--- config.mk ---
export PLATFORM = sky130hd
export DESIGN_NAME = lin_slave_frame_receiver
export DESIGN_NICKNAME = d
export VERILOG_FILES = /design/src/sv/lin_rx_pkg.sv /design/src/sv/lin_rx_front.sv /design/src/sv/lin_rx_queue.sv /design/src/sv/lin_rx_back.sv /design/src/sv/lin_slave_frame_receiver.sv
export SDC_FILE = /design/constraint.sdc
export NUM_CORES = 1
export LEC_CHECK = 0
export ABC_AREA = 1
export BUFFER_PORTS_ARGS = -buffer_cell sky130_fd_sc_hd__buf_2
export CAP_MARGIN = 20
export CORE_MARGIN = 2
export CORE_UTILIZATION = 55
export CTS_CLUSTER_SIZE = 30
export DETAILED_ROUTE_END_ITERATION = 8
export PLACE_DENSITY = 0.8
export SYNTH_ARGS = -nofsm -noshare
export SYNTH_HDL_FRONTEND = slang
export SYNTH_SLANG_ARGS = --single-unit
--- constraint.sdc ---
create_clock -name clk -period 4.33 [get_ports clk]
set_input_delay 0 -clock clk [delete_from_list [all_inputs] [get_ports clk]]
set_output_delay 0 -clock clk [all_outputs]
set_load 0.005 [all_outputs]
--- src/sv/lin_rx_pkg.sv ---
// shared types, constants and helpers for the lin slave frame receiver
`default_nettype none

package lin_rx_pkg;

	// frame shape
	localparam int SLOT_COUNT     = 4;
	localparam int MAX_DATA_BYTES = 8;

	// register file layout: four id registers, then four length registers
	localparam int          NUM_SLOT_REGS = 4;
	localparam logic [2:0]  CFG_LEN_BASE  = 3'd4;

	// byte codes on the bus
	localparam logic [7:0] BREAK_BYTE = 8'h00;
	localparam logic [7:0] SYNC_BYTE  = 8'h55;

	// queue between front and back
	localparam int QUEUE_DEPTH = 4;
	localparam int QUEUE_AW    = $clog2(QUEUE_DEPTH);

	// operation kinds handed from front to back
	localparam logic OP_WRITE  = 1'b0;
	localparam logic OP_FINISH = 1'b1;

	typedef struct packed {
		logic       kind;
		logic [1:0] slot;
		logic [2:0] pos;
		logic [7:0] data;
		logic       ok;
	} lin_op_t;

	// one's complement byte add with end-around carry
	function automatic logic [7:0] carry_add(input logic [7:0] acc, input logic [7:0] b);
		logic [8:0] s;
		s = {1'b0, acc} + {1'b0, b};
		if (s[8]) begin
			s = s - 9'd255;
		end
		return s[7:0];
	endfunction

endpackage

`default_nettype wire

--- src/sv/lin_rx_front.sv ---
// frame parser: config registers, phase machine, checksum, op generation
`default_nettype none

module lin_rx_front
	import lin_rx_pkg::*;
(
	input  wire logic          clk,
	input  wire logic          arst_n,
	input  wire logic          cfg_we,
	input  wire logic [2:0]    cfg_index,
	input  wire logic [7:0]    cfg_data,
	input  wire logic          in_fire,
	input  wire logic [7:0]    in_byte,
	output      logic          op_push,
	output      lin_op_t       op_out
);

	localparam logic [2:0] PH_BREAK = 3'd0;
	localparam logic [2:0] PH_SYNC  = 3'd1;
	localparam logic [2:0] PH_ID    = 3'd2;
	localparam logic [2:0] PH_DATA  = 3'd3;
	localparam logic [2:0] PH_CHECK = 3'd4;

	localparam logic [3:0] MAX_LEN = 4'(MAX_DATA_BYTES);

	logic [7:0] slot_id_q  [NUM_SLOT_REGS];
	logic [3:0] slot_len_q [NUM_SLOT_REGS];

	logic [2:0] phase_q;
	logic [1:0] slot_q;
	logic [3:0] count_q;
	logic [3:0] frame_len_q;
	logic [7:0] sum_q;

	logic       hit;
	logic [1:0] hit_slot;
	logic [3:0] len_sel;
	logic [3:0] count_nx;

	// configuration writes
	always_ff @(posedge clk or negedge arst_n) begin
		if (!arst_n) begin
			for (int i = 0; i < NUM_SLOT_REGS; i++) begin
				slot_id_q[i]  <= 8'h00;
				slot_len_q[i] <= MAX_LEN;
			end
		end else if (cfg_we) begin
			if (cfg_index < CFG_LEN_BASE) begin
				slot_id_q[cfg_index[1:0]] <= cfg_data;
			end else begin
				slot_len_q[cfg_index[1:0]] <= cfg_data[3:0];
			end
		end
	end

	// id match, highest slot wins
	always_comb begin
		hit      = 1'b0;
		hit_slot = 2'd0;
		for (int i = 0; i < SLOT_COUNT; i++) begin
			if (in_byte == slot_id_q[i]) begin
				hit      = 1'b1;
				hit_slot = 2'(i);
			end
		end
	end

	// clamp the length register into the legal range
	always_comb begin
		len_sel = slot_len_q[hit_slot];
		if (len_sel == 4'd0) begin
			len_sel = 4'd1;
		end else if (len_sel > MAX_LEN) begin
			len_sel = MAX_LEN;
		end
	end

	assign count_nx = count_q + 4'd1;

	// phase machine
	always_ff @(posedge clk or negedge arst_n) begin
		if (!arst_n) begin
			phase_q     <= PH_BREAK;
			slot_q      <= 2'd0;
			count_q     <= 4'd0;
			frame_len_q <= 4'd0;
			sum_q       <= 8'h00;
		end else if (in_fire) begin
			unique case (phase_q)
				PH_SYNC: begin
					phase_q <= (in_byte == SYNC_BYTE) ? PH_ID : PH_BREAK;
				end
				PH_ID: begin
					if (hit) begin
						slot_q      <= hit_slot;
						frame_len_q <= len_sel;
						count_q     <= 4'd0;
						sum_q       <= in_byte;
						phase_q     <= PH_DATA;
					end else begin
						phase_q <= PH_BREAK;
					end
				end
				PH_DATA: begin
					sum_q   <= carry_add(sum_q, in_byte);
					count_q <= count_nx;
					if (count_nx >= frame_len_q) begin
						phase_q <= PH_CHECK;
					end
				end
				PH_CHECK: begin
					phase_q <= PH_BREAK;
				end
				default: begin
					phase_q <= (in_byte == BREAK_BYTE) ? PH_SYNC : PH_BREAK;
				end
			endcase
		end
	end

	// ops for the back end: data byte stores and frame completion
	always_comb begin
		op_push      = in_fire && (phase_q == PH_DATA || phase_q == PH_CHECK);
		op_out.kind  = (phase_q == PH_CHECK) ? OP_FINISH : OP_WRITE;
		op_out.slot  = slot_q;
		op_out.pos   = count_q[2:0];
		op_out.data  = in_byte;
		op_out.ok    = (~sum_q == in_byte);
	end

endmodule

`default_nettype wire

--- src/sv/lin_rx_queue.sv ---
// small fifo of ops between the parser and the buffer stage
`default_nettype none

module lin_rx_queue
	import lin_rx_pkg::*;
(
	input  wire logic     clk,
	input  wire logic     arst_n,
	input  wire logic     push,
	input  wire lin_op_t  push_op,
	output      logic     full,
	input  wire logic     pop,
	output      logic     empty,
	output      lin_op_t  head_op
);

	lin_op_t               mem_q [QUEUE_DEPTH];
	logic [QUEUE_AW-1:0]   wr_ptr_q;
	logic [QUEUE_AW-1:0]   rd_ptr_q;
	logic [QUEUE_AW:0]     count_q;
	logic                  do_push;
	logic                  do_pop;

	assign full    = (count_q == (QUEUE_AW+1)'(QUEUE_DEPTH));
	assign empty   = (count_q == '0);
	assign do_push = push && !full;
	assign do_pop  = pop && !empty;
	assign head_op = mem_q[rd_ptr_q];

	// entry storage
	always_ff @(posedge clk) begin
		if (do_push) begin
			mem_q[wr_ptr_q] <= push_op;
		end
	end

	// pointers and fill count
	always_ff @(posedge clk or negedge arst_n) begin
		if (!arst_n) begin
			wr_ptr_q <= '0;
			rd_ptr_q <= '0;
			count_q  <= '0;
		end else begin
			if (do_push) begin
				wr_ptr_q <= wr_ptr_q + 1'b1;
			end
			if (do_pop) begin
				rd_ptr_q <= rd_ptr_q + 1'b1;
			end
			if (do_push && !do_pop) begin
				count_q <= count_q + 1'b1;
			end else if (do_pop && !do_push) begin
				count_q <= count_q - 1'b1;
			end
		end
	end

endmodule

`default_nettype wire

--- src/sv/lin_rx_back.sv ---
// slot buffers and result register
`default_nettype none

module lin_rx_back
	import lin_rx_pkg::*;
(
	input  wire logic          clk,
	input  wire logic          arst_n,
	input  wire logic          op_avail,
	input  wire lin_op_t       op_in,
	output      logic          op_pop,
	output      logic          out_valid,
	input  wire logic          out_ready,
	output      logic [63:0]   out_payload,
	output      logic [2:0]    out_user
);

	logic [63:0] buf_q [NUM_SLOT_REGS];
	logic        valid_q;
	logic [63:0] payload_q;
	logic [2:0]  user_q;
	logic        out_free;

	assign out_free    = !valid_q || out_ready;
	assign op_pop      = op_avail && (op_in.kind == OP_WRITE || out_free);
	assign out_valid   = valid_q;
	assign out_payload = payload_q;
	assign out_user    = user_q;

	// byte stores into the slot buffers
	always_ff @(posedge clk or negedge arst_n) begin
		if (!arst_n) begin
			for (int i = 0; i < NUM_SLOT_REGS; i++) begin
				buf_q[i] <= 64'd0;
			end
		end else if (op_pop && op_in.kind == OP_WRITE) begin
			buf_q[op_in.slot][{op_in.pos, 3'b000} +: 8] <= op_in.data;
		end
	end

	// result valid flag
	always_ff @(posedge clk or negedge arst_n) begin
		if (!arst_n) begin
			valid_q <= 1'b0;
		end else if (op_pop && op_in.kind == OP_FINISH) begin
			valid_q <= 1'b1;
		end else if (out_ready) begin
			valid_q <= 1'b0;
		end
	end

	// result payload
	always_ff @(posedge clk) begin
		if (op_pop && op_in.kind == OP_FINISH) begin
			payload_q <= buf_q[op_in.slot];
			user_q    <= {op_in.ok, op_in.slot};
		end
	end

endmodule

`default_nettype wire

--- src/sv/lin_slave_frame_receiver.sv ---
// top level of the lin slave frame receiver
//
// channel   | direction | contents
// s_axis    | in        | tdata[7:0] received byte
// m_axis    | out       | tdata[63:0] slot payload, tuser[1:0] slot, tuser[2] checksum ok
// cfg       | in        | write enable, index 0..7, 8-bit data
//
// one byte is taken every cycle while the op queue has room
// after its checksum byte a result is held first in the op queue, then in the result register
// the parser runs on while a result waits; only a full four-entry queue stalls input
// reset clears phase, slot buffers, queue and result valid flag asynchronously
`default_nettype none

module lin_slave_frame_receiver
	import lin_rx_pkg::*;
(
	input  wire logic         clk,
	input  wire logic         arst_n,
	input  wire logic         s_axis_tvalid,
	output      logic         s_axis_tready,
	input  wire logic [7:0]   s_axis_tdata,   // [7:0] rx_byte
	output      logic         m_axis_tvalid,
	input  wire logic         m_axis_tready,
	output      logic [63:0]  m_axis_tdata,   // [63:0] payload
	output      logic [2:0]   m_axis_tuser,   // [1:0] slot_index, [2] checksum_ok
	input  wire logic         cfg_we,
	input  wire logic [2:0]   cfg_index,
	input  wire logic [7:0]   cfg_data
);

	logic    q_full;
	logic    q_empty;
	logic    in_fire;
	logic    op_push;
	logic    op_pop;
	lin_op_t op_new;
	lin_op_t op_head;

	assign s_axis_tready = !q_full;
	assign in_fire       = s_axis_tvalid && !q_full;

	// parser
	lin_rx_front u_front (
		.clk       (clk),
		.arst_n    (arst_n),
		.cfg_we    (cfg_we),
		.cfg_index (cfg_index),
		.cfg_data  (cfg_data),
		.in_fire   (in_fire),
		.in_byte   (s_axis_tdata),
		.op_push   (op_push),
		.op_out    (op_new)
	);

	// decoupling queue
	lin_rx_queue u_queue (
		.clk     (clk),
		.arst_n  (arst_n),
		.push    (op_push),
		.push_op (op_new),
		.full    (q_full),
		.pop     (op_pop),
		.empty   (q_empty),
		.head_op (op_head)
	);

	// buffers and output
	lin_rx_back u_back (
		.clk         (clk),
		.arst_n      (arst_n),
		.op_avail    (!q_empty),
		.op_in       (op_head),
		.op_pop      (op_pop),
		.out_valid   (m_axis_tvalid),
		.out_ready   (m_axis_tready),
		.out_payload (m_axis_tdata),
		.out_user    (m_axis_tuser)
	);

endmodule

`default_nettype wire

==> results of run 1 <==
## state kept, by name (all words and copies together), names as in the netlist
name / flops
u_back.buf_q: 256
u_back.out_payload: 64
u_back.out_user: 3
u_back.out_valid: 1
u_front.count_q: 4
u_front.frame_len_q: 4
u_front.phase_q: 3
u_front.slot_id_q: 32
u_front.slot_len_q: 16
u_front.slot_q: 2
u_front.sum_q: 8
u_queue.count_q: 3
u_queue.mem_q: 60
u_queue.rd_ptr_q: 2
u_queue.wr_ptr_q: 2
## metrics by stage
step	instance area [sq um]	util	setup slack, ns
global route	22700	0.636	0.467
global placement	20900	0.586	1.09
floorplan	20000	-	1.05
finish	22700	0.636	0.768
CTS	22700	0.636	0.800
detailed placement	20900	0.586	0.887
## Yosys cell counts (4+ instances only)
library cell / instances / share of area
dfrtp_1: 329 / 0.41
xnor2_1: 19 / 0.0083
buf_2: 25 / 0.0063
a21oi_1: 37 / 0.0093
buf_4: 5 / 0.0019
o21ai_1: 59 / 0.015
edfxtp_1: 127 / 0.19
a32oi_2: 4 / 0.0033
nor2_4: 8 / 0.0045
nand4_1: 6 / 0.0019
buf_6: 7 / 0.0039
clkbuf_1: 50 / 0.0094
nor2_1: 109 / 0.020
xor2_1: 10 / 0.0044
nand2_1: 532 / 0.10
nand2_2: 13 / 0.0041
o21ai_2: 27 / 0.012
o21ai_0: 213 / 0.053
dfstp_2: 4 / 0.0053
o22ai_1: 4 / 0.0013
nand3_1: 29 / 0.0073
o21a_1: 8 / 0.0030
nand2_4: 4 / 0.0023
a22oi_1: 93 / 0.035
inv_1: 158 / 0.030
nor2_2: 8 / 0.0025
buf_1: 5 / 0.00094
nor3_1: 8 / 0.0020
a32oi_1: 4 / 0.0018
ha_1: 21 / 0.013
inv_2: 18 / 0.0034
or2_2: 23 / 0.0072
o221ai_1: 20 / 0.0088
o211ai_1: 7 / 0.0026
o31ai_1: 4 / 0.0015
## how the worst min path moves through the flow
stage | from | end | slack, ns
after CTS | arst_n | u_back.buf_q[92] | 0.07
final | arst_n | u_back.buf_q[92] | 0.04
after global placement | arst_n | u_back.buf_q[92] | 0.09
after global routing | arst_n | u_back.buf_q[28] | 0.11
after floorplan | arst_n | u_back.buf_q[0] | -0.30
after detailed placement | arst_n | u_back.buf_q[92] | 0.1
## area by class of cell
| class | count | area [sq um] |
|---|---|---|
| Fill cell | 2718 | 13000 |
| Sequential cell | 460 | 12200 |
| Multi-Input combinational cell | 1288 | 6760 |
| Clock buffer | 68 | 1380 |
| Timing Repair Buffer | 149 | 991 |
| Inverter | 179 | 674 |
| Tap cell | 461 | 577 |
| Clock inverter | 16 | 134 |
## power by group through the flow
| stage | Sequential [mW] | Clock [mW] | Combinational, mW |
|---|---|---|---|
| 4_1_cts | 6.85 | 3.99 | 5.77 |
| 3_3_place_gp | 6.84 | 0 | 5.49 |
| 3_5_place_dp | 6.91 | 0 | 5.69 |
| 2_1_floorplan | 6.80 | 0 | 3.74 |
| 6_report | 6.87 | 3.95 | 5.80 |
| 5_1_grt | 7.00 | 4.16 | 6.38 |
## cells by family after synthesis
group,after synthesis,share of synthesized area
AOI/OAI and AO/OA,486,0.150
buffers and inverters,272,0.0564
adders and majority gates,23,0.0151
muxes,1,0.000563
xor gates and xnor gates,29,0.0127
and+or+nand+nor,749,0.157
DFF,460,0.608
## layer usage
| metal | GRT usage | routed length, um |
|---|---|---|
| met5 | 0 | 0 |
| met4 | 0.119 | 1860 |
| met3 | 0.0404 | 3380 |
| met2 | 0.431 | 23100 |
| met1 | 0.322 | 18900 |
## repair_timing
action,CTS,global route
hold buffers,27,0
setup buffers,0,0
endpoints found under the setup margin,0,0
hold endpoints to repair,184,0
==> results.sh, run 1 <==
export IMPL_cts_clk_slew_worst_paths_ns=0.06
export IMPL_worst_r2r_endpoint="u_back.buf_q[36]"
export IMPL_grt_pass1_wl_mm=76.8
export IMPL_cts_buffer_depth=3
export IMPL_drt_pass1_iterations=6
export IMPL_post_dp_hpwl_mm=29.5
export IMPL_syn_inst=2020
export IMPL_remaining_drc_errors=0
export IMPL_root_buffer="clkbuf_16"
export IMPL_portBuffers=92
export IMPL_io_pins=93
export IMPL_switchingPower_mw=6.43
export IMPL_clkPwrFrac=0.238
export IMPL_nets=2170
export IMPL_fmax_mhz=281
export IMPL_cpLargestDelayFamily="simple AND/OR/NAND/NOR gates"
export IMPL_endpoint="u_back.buf_q[36]"
export IMPL_ctsResizeCount=0
export IMPL_synth_cell_types=53
export IMPL_critPathLaunchType="flip-flop"
export IMPL_postSynthAreaPerCell_sq_um=9.90
export IMPL_worstSetupPathType="reg -> reg"
export IMPL_instances_no_fill=2621
export IMPL_drive_above_1_share=0.147
export IMPL_hold_ws_ns=0.0442
export IMPL_finClkSkew_ns=0.0293
export IMPL_diodes=0
export IMPL_vias_per_cell=5.75
export IMPL_min_period_over_period=0.823
export IMPL_pwr_share_comb=0.349
export IMPL_arrival_ns=4.02
export IMPL_syn_nets=2067
export IMPL_p_int_mw=10.2
export IMPL_die_y_um=195
export IMPL_seq_power_share=0.413
export IMPL_final_cell_mix="532 x nand2_1, 329 x dfrtp_1, 213 x o21ai_0"
export IMPL_slowest_delay_ns=0.54
export IMPL_status="complete, no violations"
export IMPL_final_common_cell="nand2_1"
export IMPL_synth_ff_type="dfrtp_1"
export IMPL_rows=69
export IMPL_crit_slowest_cell="dfrtp_1"
export IMPL_worstPathRequired_ns=4.79
export IMPL_rsz0062_at_grt="no"
export IMPL_power_density_nw_per_um2=733
export IMPL_peakVddDrop_uv=428
export IMPL_seq_area_frac_synth=0.608
export IMPL_grt_pass1_vias=14970
export IMPL_critical_path_cell_count=11
export IMPL_startpoint="u_queue.rd_ptr_q[0]"
export IMPL_antenna_found_initial=0
export IMPL_p_leak_nw=10.3
export IMPL_maxSlewViolCount=0
export IMPL_coreArea_sq_um=35700
export IMPL_final_min_clock_period_ns=3.56
export IMPL_syn_area_sq_um=20000
export IMPL_slew_headroom=0.379
export IMPL_synth_seq_cells=460
export IMPL_crit_chain="inv_2 -> nor2_1 -> o22a_4 -> ha_1 -> ha_1 -> inv_1 -> nor2_1 -> nand2_1 -> inv_1 -> nand2_1 -> o21ai_0"
export IMPL_hold_viol=0
export IMPL_reg2reg_from="u_queue.rd_ptr_q[0]"
export IMPL_min_path_type="in -> async"
export IMPL_rr_worst_depth=11
export IMPL_area_growth_pct=13.4
export IMPL_insertion_delay_ns=0.59
export IMPL_globalRouteOverflowTotal=0
export IMPL_maxCapViolations=0
export IMPL_start_util=0.561
export IMPL_swShare=0.387
export IMPL_drt_wirelength_per_cell_um=18.0
export IMPL_gp_congestion=0.839
export IMPL_die_width_um=195
export IMPL_crit_path_end_kind="flip-flop"
export IMPL_yosysWarnings=0
export IMPL_r2r_setup_slack_ns=0.77
export IMPL_synth_async_sr_flop_share=0.724
export IMPL_wirelength_mm=47.3
export IMPL_critPathBufInv=3
export IMPL_ant_nets=0
export IMPL_first_iter_violations=1429
export IMPL_track_usage=0.254
export IMPL_tightest_slew_ns=0.923
export IMPL_vias=15063
export IMPL_dieArea_sq_um=37900
export IMPL_placed_cells=2510
export IMPL_cts_tree="yes"
export IMPL_setup_viol=0
export IMPL_power_mw=16.6
export IMPL_cts_made_buffers=45
export IMPL_grt_max_degree=124
export IMPL_clock_sinks=460
export IMPL_synth_edff_count=127
export IMPL_h_tree_depth=2
export IMPL_crit_fanout=32
export IMPL_setup_tns_ns=0
No activity file was read; power rests on OpenSTA's default activity.
==> run 2: changes to the inputs <==
--- a/config.mk
+++ b/config.mk
@@ -9,10 +9,10 @@
 export BUFFER_PORTS_ARGS = -buffer_cell sky130_fd_sc_hd__buf_2
 export CAP_MARGIN = 20
 export CORE_MARGIN = 2
-export CORE_UTILIZATION = 55
+export CORE_UTILIZATION = 61
 export CTS_CLUSTER_SIZE = 30
 export DETAILED_ROUTE_END_ITERATION = 8
-export PLACE_DENSITY = 0.8
+export PLACE_DENSITY = 0.84
 export SYNTH_ARGS = -nofsm -noshare
 export SYNTH_HDL_FRONTEND = slang
 export SYNTH_SLANG_ARGS = --single-unit
==> constraint.sdc (replaced) <==
create_clock -name clk -period 3.35 [get_ports clk]
set_input_delay 0 -clock clk [delete_from_list [all_inputs] [get_ports clk]]
set_output_delay 0 -clock clk [all_outputs]
set_load 0.005 [all_outputs]
==> run 2 against run 1 <==
Effect of this change: first-iteration DRC count rose by 7.1%; sequential cell count did not move; clock skew fell by 0.0064 ns; critical path type unchanged; clock power rose by 32%; setup slack got worse by 0.56 ns; die area fell by 9.6%; sequential power rose by 29%; cell count barely moved.
==> results.sh, run 2 (synthesized netlist as in run 1, its figures left out) <==
export IMPL_rr_worst_depth=11
export IMPL_endpoint="u_back.buf_q[146]"
export IMPL_vias_per_cell=5.83
export IMPL_critical_path_cell_count=11
export IMPL_instances_no_fill=2620
export IMPL_drt_wirelength_per_cell_um=18.3
export IMPL_die_y_um=185
export IMPL_finClkSkew_ns=0.0229
export IMPL_maxSlewViolCount=0
export IMPL_antenna_found_initial=0
export IMPL_regMostFlops="u_back.buf_q"
export IMPL_track_usage=0.288
export IMPL_power_density_nw_per_um2=956
export IMPL_area_growth_pct=14.3
export IMPL_wirelength_mm=47.8
export IMPL_power_mw=21.8
export IMPL_globalRouteOverflowTotal=0
export IMPL_portBuffers=92
export IMPL_worstPathRequired_ns=3.79
export IMPL_met3_length_mm=3.53
export IMPL_dr_wl_met2_mm=23.9
export IMPL_io_pins=93
export IMPL_remaining_drc_errors=0
export IMPL_gp_congestion=0.880
export IMPL_final_cell_mix="528 x nand2_1, 329 x dfrtp_1, 213 x o21ai_0"
export IMPL_m1WireLength_mm=18.6
export IMPL_min_path_type="in -> async"
export IMPL_arrival_ns=3.58
export IMPL_insertion_delay_ns=0.57
export IMPL_crit_path_end_kind="flip-flop"
export IMPL_nets=2187
export IMPL_post_place_ws_ns=0.106
export IMPL_worstSetupPathType="reg -> reg"
export IMPL_crit_fanout=16
export IMPL_crit_slowest_cell="dfrtp_1"
export IMPL_die_width_um=185
export IMPL_final_min_clock_period_ns=3.15
export IMPL_start_util=0.618
export IMPL_coreArea_sq_um=32400
export IMPL_reg2reg_from="u_queue.rd_ptr_q[0]"
export IMPL_maxCapViolations=0
export IMPL_highest_layer="met4"
export IMPL_setup_tns_ns=0
export IMPL_vias=15272
export IMPL_placed_cells=2506
export IMPL_largest_reg_flops=256
export IMPL_n_fill_cell=2252
export IMPL_drive_above_1_share=0.157
export IMPL_final_common_cell="nand2_1"
export IMPL_diodes=0
export IMPL_critPathBufInv=2
export IMPL_tightest_slew_ns=0.913
export IMPL_h_tree_depth=2
export IMPL_worst_r2r_endpoint="u_back.buf_q[146]"
export IMPL_cpLargestDelayFamily="simple AND/OR/NAND/NOR gates"
export IMPL_slew_headroom=0.386
export IMPL_rows=66
export IMPL_critPathLaunchType="flip-flop"
export IMPL_ant_nets=0
export IMPL_r2r_setup_slack_ns=0.20
export IMPL_rsz0062_at_grt="no"
export IMPL_grt_pass1_wl_mm=77.5
export IMPL_fmax_mhz=318
export IMPL_root_buffer="clkbuf_16"
export IMPL_post_cts_buffers=0
export IMPL_slowest_delay_ns=0.55
export IMPL_cts_tree="yes"
export IMPL_grt_max_degree=109
export IMPL_cts_made_buffers=46
export IMPL_status="complete, no violations"
export IMPL_crit_chain="inv_2 -> nor2_1 -> o22a_4 -> ha_1 -> ha_1 -> nand2_1 -> nor2_1 -> inv_1 -> nor2_2 -> nand2_1 -> o21a_1"
export IMPL_min_period_over_period=0.939
export IMPL_dieArea_sq_um=34200
export IMPL_grt_pass1_vias=15349
export IMPL_fin_ws_ns=0.204
export IMPL_p_leak_nw=10.4
export IMPL_clock_sinks=460
export IMPL_hold_viol=0
export IMPL_first_iter_violations=1530
export IMPL_post_dp_hpwl_mm=29.8
export IMPL_cts_clk_slew_worst_paths_ns=0.06
export IMPL_drt_pass1_iterations=6
export IMPL_setup_viol=0
export IMPL_cts_buffer_depth=3
export IMPL_startpoint="u_queue.rd_ptr_q[0]"
export IMPL_peakVddDrop_uv=718
run 2: changes by cell type in the layout (fill, tap and decap cells not counted), moves of 2 or more:
cell / before / now
nand2_2: 13 / 17
clkbuf_1: 11 / 8
clkinv_2: 7 / 10
nand2_1: 532 / 528
bufinv_16: 1 / 4
clkbuf_16: 49 / 47
buf_12: 2 / 5
buf_4: 28 / 40
run 2: worst min path at each step:
stage	to	cells past startpoint
2_1_floorplan	u_back.buf_q[0]	0
3_3_place_gp	u_back.buf_q[108]	1
3_5_place_dp	u_back.buf_q[44]	1
4_1_cts	u_back.buf_q[28]	2
5_1_grt	u_back.buf_q[28]	2
6_report	u_back.buf_q[28]	2
run 2: what timing repair did:
action / 4_1_cts / 5_1_grt
hold endpoints to repair: 192 / 0
endpoints found under the setup margin: 0 / 33
gates resized for setup: 0 / 5
hold buffers: 28 / 0
run 2: worst register-to-register path: stages, from the launching register on:
cell	delay, ns
dfrtp_1	0.55
inv_2	0.24
nor2_1	0.09
o22a_4	0.27
ha_1	0.20
ha_1	0.44
nand2_1	0.10
nor2_1	0.30
inv_1	0.17
nor2_2	0.43
nand2_1	0.11
o21a_1	0.13
run 2: layout make-up:
cell class	instances	area, sq um	share of cell area
tap	442	553	0.0242
sequential	460	12200	0.532
clock buffer	62	1300	0.0570
clock inverter	24	249	0.0109
inverter	179	674	0.0295
multi-input combinational	1288	6780	0.296
timing repair buffer	165	1150	0.0504
run 2: per-layer routing:
layer / global-route usage / vias up
li1: - / 7001
met1: 0.365 / 7435
met2: 0.493 / 696
met3: 0.0456 / 140
met4: 0.123 / 0
met5: 0 / -
run 2: where the power goes:
group          internal, mW  switching (mW)
Clock                  3.05            2.16
Sequential             7.97           0.907
Combinational          2.44            5.32
run 2: stage by stage:
step,utilization,instance area [sq um],hold WS (ns)
global route,0.706,22900,0.172
global placement,0.649,21000,0.121
CTS,0.706,22800,0.132
finish,0.706,22900,0.108
detailed placement,0.649,21000,0.129
floorplan,-,20000,-0.296
